[config.mk]
export PLATFORM = sky130hd
export DESIGN_NAME = chs_isqrt
export DESIGN_NICKNAME = d
export VERILOG_FILES = /design/src/hw/rtl/chs_pkg.sv /design/src/hw/rtl/chs_isqrt.sv
export SDC_FILE = /design/constraint.sdc
export NUM_CORES = 2
export LEC_CHECK = 0
export BUFFER_PORTS_ARGS = -buffer_cell sky130_fd_sc_hd__buf_2
export CAP_MARGIN = 10
export CORE_MARGIN = 2
export CORE_UTILIZATION = 50
export CTS_CLUSTER_SIZE = 30
export DETAILED_ROUTE_END_ITERATION = 7
export GPL_ROUTABILITY_DRIVEN = 0
export GPL_TIMING_DRIVEN = 0
export PLACE_DENSITY_LB_ADDON = 0.15
export SETUP_SLACK_MARGIN = 0.02
export SKIP_LAST_GASP = 1
export SLEW_MARGIN = 20
export SYNTH_ARGS = -nofsm -noshare
export SYNTH_HDL_FRONTEND = slang
export SYNTH_SLANG_ARGS = --single-unit
export TNS_END_PERCENT = 30
[constraint.sdc]
create_clock -name aclk -period 4.6 [get_ports aclk]
set_input_delay 0.92 -clock aclk [delete_from_list [all_inputs] [get_ports aclk]]
set_output_delay 0.92 -clock aclk [all_outputs]
set_load 0.05 [all_outputs]
[src/hw/rtl/chs_pkg.sv]
package chs_pkg;

    // Q1.14 component
    typedef logic signed [15:0] q14_t;

    // three-axis basis, tangent x in the low bits
    typedef struct packed {
        q14_t bz;
        q14_t by;
        q14_t bx;
        q14_t nz;
        q14_t ny;
        q14_t nx;
        q14_t tz;
        q14_t ty;
        q14_t tx;
    } basis_t;

    localparam int MAX_ITER = 24;
    localparam int CW       = 34;   // CORDIC x/y width
    localparam int ZW       = 32;   // CORDIC angle width
    localparam int XW       = 33;   // disk point width (Q30)
    localparam int W_W      = 26;   // mapped vector component (Q20)
    localparam int LEN_W    = 27;   // length root width
    localparam int NUM_W    = 41;   // divider numerator width
    localparam int QB       = 15;   // quotient bits

    typedef logic signed [W_W-1:0] wcomp_t;

    localparam logic [29:0] CORDIC_GAIN_Q30 = 30'h26DD3B6A;
    localparam logic [30:0] HALF_PI_Q30     = 31'h6487ED51;

    localparam logic [29:0] ATAN_Q30 [MAX_ITER] = '{
        30'h3243F6A8, 30'h1DAC6705, 30'h0FADBAFC, 30'h07F56EA6, 30'h03FEAB76,
        30'h01FFD55B, 30'h00FFFAAA, 30'h007FFF55, 30'h003FFFEA, 30'h001FFFFD,
        30'h000FFFFF, 30'h0007FFFF, 30'h0003FFFF, 30'h0001FFFF, 30'h0000FFFF,
        30'h00007FFF, 30'h00003FFF, 30'h00001FFF, 30'h00000FFF, 30'h000007FF,
        30'h000003FF, 30'h000001FF, 30'h000000FF, 30'h0000007F
    };

endpackage

[src/hw/rtl/chs_isqrt.sv]
module chs_isqrt import chs_pkg::*; #(
    parameter int RAD_W  = 60,
    parameter int SIDE_W = 1
) (
    input  logic                 aclk,
    input  logic                 aresetn,
    input  logic                 en,
    input  logic                 in_valid,
    input  logic [RAD_W-1:0]     in_rad,
    input  logic [SIDE_W-1:0]    in_side,
    output logic                 out_valid,
    output logic [RAD_W/2-1:0]   out_root,
    output logic [SIDE_W-1:0]    out_side
);
    // one root bit per stage, restoring digit recurrence
    localparam int NSTG  = RAD_W / 2;
    localparam int REM_W = NSTG + 3;

    logic [NSTG-1:0]   vld_reg;
    logic [REM_W-1:0]  rem_reg  [NSTG];
    logic [NSTG-1:0]   root_reg [NSTG];
    logic [RAD_W-1:0]  rad_reg  [NSTG];
    logic [SIDE_W-1:0] side_reg [NSTG];

    logic [NSTG-1:0]   vld_next;
    logic [REM_W-1:0]  rem_next  [NSTG];
    logic [NSTG-1:0]   root_next [NSTG];
    logic [RAD_W-1:0]  rad_next  [NSTG];
    logic [SIDE_W-1:0] side_next [NSTG];

    for (genvar j = 0; j < NSTG; j++) begin : g_stg
        logic              vld_prev;
        logic [REM_W-1:0]  rem_prev;
        logic [NSTG-1:0]   root_prev;
        logic [RAD_W-1:0]  rad_prev;
        logic [SIDE_W-1:0] side_prev;
        logic [REM_W-1:0]  rem_sh;
        logic [REM_W-1:0]  trial;
        logic              fits;

        if (j == 0) begin : g_first
            assign vld_prev  = in_valid;
            assign rem_prev  = '0;
            assign root_prev = '0;
            assign rad_prev  = in_rad;
            assign side_prev = in_side;
        end else begin : g_rest
            assign vld_prev  = vld_reg[j-1];
            assign rem_prev  = rem_reg[j-1];
            assign root_prev = root_reg[j-1];
            assign rad_prev  = rad_reg[j-1];
            assign side_prev = side_reg[j-1];
        end

        assign rem_sh       = {rem_prev[REM_W-3:0], rad_prev[RAD_W-1 -: 2]};
        assign trial        = REM_W'({root_prev, 2'b01});
        assign fits         = (rem_sh >= trial);
        assign vld_next[j]  = vld_prev;
        assign rem_next[j]  = fits ? (rem_sh - trial) : rem_sh;
        assign root_next[j] = {root_prev[NSTG-2:0], fits};
        assign rad_next[j]  = rad_prev << 2;
        assign side_next[j] = side_prev;
    end

    always_ff @(posedge aclk) begin
        if (!aresetn) begin
            vld_reg <= '0;
        end else if (en) begin
            vld_reg <= vld_next;
        end
    end

    always_ff @(posedge aclk) begin
        if (en) begin
            for (int k = 0; k < NSTG; k++) begin
                rem_reg[k]  <= rem_next[k];
                root_reg[k] <= root_next[k];
                rad_reg[k]  <= rad_next[k];
                side_reg[k] <= side_next[k];
            end
        end
    end

    assign out_valid = vld_reg[NSTG-1];
    assign out_root  = root_reg[NSTG-1];
    assign out_side  = side_reg[NSTG-1];

endmodule

Yosys cells after proc, flatten, opt, wreduce, memory -nomap -nowiden
Memories as Yosys holds them, arrays and structs flattened.
Cells that the tools add are included.

word-level totals
  register bits after elaboration = 30
  RAM bits = 3,660
  bits of input ports = 65
  output and inout bits = 32
  memories kept = 4

operators by class
  add/sub/neg operators = 30
  $lt $le $gt $ge = 30
  multiplexer cells = 32

memories
  memory    words  width  read ports  clocked after memory_dff  write ports  RTL line         text
  rad_reg   30     58     29          0                         30           chs_isqrt.sv:22  logic [RAD_W-1:0] rad_reg [NSTG];
  rem_reg   30     33     29          0                         30           chs_isqrt.sv:20  logic [REM_W-1:0] rem_reg [NSTG];
  root_reg  30     30     30          0                         30           chs_isqrt.sv:21  logic [NSTG-1:0] root_reg [NSTG];
  side_reg  30     1      30          0                         30           chs_isqrt.sv:23  logic [SIDE_W-1:0] side_reg [NSTG];

operator list
  cell                   count
  $mux W33               30
  $ge A33 B32 Y1         29
  $sub A33 B32 Y33       29
  $sub A2 B1 Y3 const B  1
  $ge A2 B1 Y1 const B   1
  $mux W1                2

Longest topological paths before layout
An unclocked memory read counts as a cell.

  depth after elaboration = 3
  mapped depth = 14
  depth with buffers taken out = 13

Worst setup path before layout
No wires, ideal clock.

  path type = flip-flop to flip-flop
  from = mem rem_reg[0][480] (netlist name)
  to = mem rem_reg[0][521] (netlist name) (data pin)
  library setup time = 0.261 ns
  arrival = 3.174 ns
  data required time = 4.339 ns
  setup slack = 1.165 ns
  stages on the path, launching flop included = 11
  period minus slack after synthesis = 3.435 ns
  path through = edfxtp_1 -> or4_4 -> or4_1 -> or4_1 -> or4_1 -> nand3_2 -> nor3b_2 -> buf_6 -> or4_1 -> nor2_1 -> xor2_1

RTL lines
  item         RTL line
  from (decl)  chs_isqrt.sv:20

==> results by group <==
Run status
  – Status: finished, final reports clean

Synthesis
  – Syn Std Cell Area: 0.104 sq mm
  – Top cells by area, synth: edfxtp_1, ha_1, xnor2_1
  – Synth Area in Compound Gates: a little under a tenth
  – Yosys warns: 0
  – Synth Register Bits: 2251
  – Main combinational cell family by area after synthesis: simple AND/OR/NAND/NOR gates
  – Area leader, netlist: edfxtp_1
  – Synth Area in XOR/XNOR: 6.00%
  – Mux share of post-synthesis cell area: around 1.2%
  – Async SR Flop Fraction: 0%
  – Post-synth EDFFs: 2221
  – Most used DFF post-synth: edfxtp_1
  – Simple-gate share of the synthesized area: 9.73%
  – Adder-Cell Fraction of Synth Area: roughly 6%
  – Top cell type's share of synthesized area: between 60 and 70%
  – Syn Inst Count: approximately 7900
  – Yosys cell types: 84
  – Sequential area share after synthesis: between 60 and 70%
  – Mean post-synth cell area: 13.0 sq um
  – Synthesized Nets: ~8500

Cells and area
  – Commonest cells after routing, fill and taps aside: edfxtp_1, inv_1, nand2_1
  – Largest register FFs: 870
  – Layout area overhead: 11.6%
  – Final Cell Area: ~0.12 sq mm
  – Commonest non-fill, non-tap cell in the layout: edfxtp_1
  – Share of post-route cells with drive strength above 1: under 10%
  – Post-layout nets: about 8900

Detailed routing
  – Drt pass-1 iters: 6
  – DRT iter0 DRCs: ~5100
  – Remaining antenna violation count after routing: 0
  – Vias/cell: approximately 5.5
  – Routed wire length: a little over 200 mm
  – Vias: 61884
  – # DRC: 0
  – Post-DR wirelength/cell: between 15 and 20 microns

Power
  – Leak: roughly 44 nW
  – Total design power: about 56 mW
  – PD cells: ~500 mW/mm^2
  – Peak supply drop: about 0.42 mV

STA
  – Final clock skew: 0.0730 ns
  – Fin crit period: 4.57 ns
  – Peak Freq: around 220 MHz
  – Slew at the pin closest to its max-slew limit: roughly 1.2 ns
  – Final Max Slew Viols: 0
  – Final Hold Viols: 0
  – Setup TNS: 0 ns
  – RSZ-0062 raised after global routing: yes
  – Count of final setup violators: 0
  – Fin worst setup slack: 0.0330 ns
  – Slew margin rel.: 17.6%
  – Hold Slack: just over 0.2 ns
  – Final worst-path cycle share: 99.3%

Critical path
  – Crit. End Element: register
  – CP max-delay cell: buf_1
  – Critical Path AT: 5.12 ns
  – WS Path Type: register to register
  – Most used cell, CP: o21ai_0
  – Buf/Inv on CP: 2
  – Worst path max stage delay: slightly above 0.6 ns
  – CP top delay family: compound AO/OA/AOI/OAI gates
  – Req. time, crit path: around 5.2 ns
  – Worst-path cell chain: ha_1 -> a21o_1 -> a211o_1 -> o21ai_0 -> a21oi_1 -> o21ai_0 -> a21oi_1 -> nor3_1 -> clkbuf_1 -> buf_1 -> o21ai_0
  – Startpoint types: register
  – Critical-path maximum fanout: 10

CTS
  – H-tree depth: 4
  – Worst-path clk slew: 0.06 ns
  – Inserted Clock Buffers: 230
  – Setup Fix Bufs, Post-CTS: 0
  – CTS Sinks: approximately 2300
  – Root Driver: clkbuf_16
  – CTS tree: built
  – Clock latency on the worst-skew pair: 0.85 ns
  – Clock tree buffer depth: 3

Placed design
  – DP HPWL: approximately 140 mm
  – Post-place setup slack: -0.268 ns
  – Post-DP Area: approximately 0.11 sq mm
  – IO buf count: 95

Floorplanning
  – Initial Util: about half
  – I/O pin total: 97
  – Core area: between 0.2 and 0.25 sq mm
  – Die X: roughly 460 microns
  – Die Y: between 400 and 500 microns
  – Num rows: between 150 and 200
  – Die area: around 0.21 sq mm

Job
  – Max_cap viols: 0

Global route
  – Largest net degree at the start of global routing: around 160
  – Gr usage total: 18.8%
  – Vias in the first global route: between 50000 and 60000
  – First-pass GRT wire length: between 300 and 400 mm
  – Antenna violations before repair: 2
  – GRT overflow: 0

Hold path
  – Hold Path Class: primary input to register
==> Yosys cell counts (74+ instances only) <==
master    instances
edfxtp_1       2221
inv_1           638
nand2_1         549
ha_1            496
nor2_1          468
a21oi_1         464
o21ai_0         443
xnor2_1         378
xor2_1          332
a21o_1          190
nor3_1          190
clkbuf_1        122
nand3_1         115
nor2b_1         102
nand2b_1         96
nor4_1           85
o21a_1           84
or3_1            84
nand4_1          78
mux2_2           74
==> final timing paths <==
check / startpoint / end / slack [ns] / depth (start not counted)
max: rem_reg[1][333]$_DFFE_PP_ / rem_reg[1][389]$_DFFE_PP_ / 0.03 / 11
min: in_rad[34] / rad_reg[0][34]$_DFFE_PP_ / 0.20 / 1
max reg2reg: rem_reg[1][333]$_DFFE_PP_ / rem_reg[1][389]$_DFFE_PP_ / 0.03 / 11
min reg2reg: rad_reg[1][48]$_DFFE_PP_ / rad_reg[1][108]$_DFFE_PP_ / 0.39 / 0
==> kinds of logic (layout without fill, tap and decap cells) <==
group | after synthesis | count (layout)
other | 1 | 2
muxes | 113 | 113
AOI/OAI and AO/OA | 1569 | 1569
adders and majority gates | 496 | 496
buffers and inverters | 774 | 1321
DFF | 2251 | 2251
xor gates and xnor gates | 710 | 710
and+or+nand+nor | 2034 | 2034
==> per-stage QoR <==
stage | utilization, % | std cells
detailed placement | 52.3 | 10767
floorplan | - | 7948
finish | 56.0 | 11200
CTS | 55.9 | 11199
global placement | 52.0 | 10747
global route | 56.0 | 11200
==> where the power goes <==
group          switching [mW]  total (mW)  internal (mW)
Clock                    7.85        18.3           10.4
Combinational            6.31        10.8           4.53
Sequential               1.60        27.4           25.8
==> repair_timing <==
action                     in CTS  in global routing
hold buffers                    0                  0
pin swaps                       0                  0
resized for setup               1                 11
setup endpoints to repair      30                 62
==> worst register-to-register path: stages, from the launching register on <==
cell	delay, ns
edfxtp_1	0.41
ha_1	0.38
a21o_1	0.22
a211o_1	0.28
o21ai_0	0.40
a21oi_1	0.22
o21ai_0	0.48
a21oi_1	0.20
nor3_1	0.24
clkbuf_1	0.58
buf_1	0.63
o21ai_0	0.24
==> cell type report <==
| class | count | area [sq um] |
|---|---|---|
| inverter | 639 | 2400 |
| buffer | 135 | 519 |
| fill | 16784 | 91000 |
| timing repair buffer | 115 | 1020 |
| sequential | 2251 | 67300 |
| tap | 2704 | 3380 |
| clock buffer | 283 | 5990 |
| antenna | 1 | 2.50 |
| multi-input combinational | 4923 | 33500 |
| clock inverter | 149 | 1560 |
==> metal layers <==
layer	GRT usage [%]	vias to the layer above	part of all wire (%)
met3	3.08	401	5.1
met4	6.37	0	3.1
met2	31.0	1473	48
li1	-	30132	-
met5	0	-	0
met1	25.3	29878	44
Power figures use the tool's default switching activity.
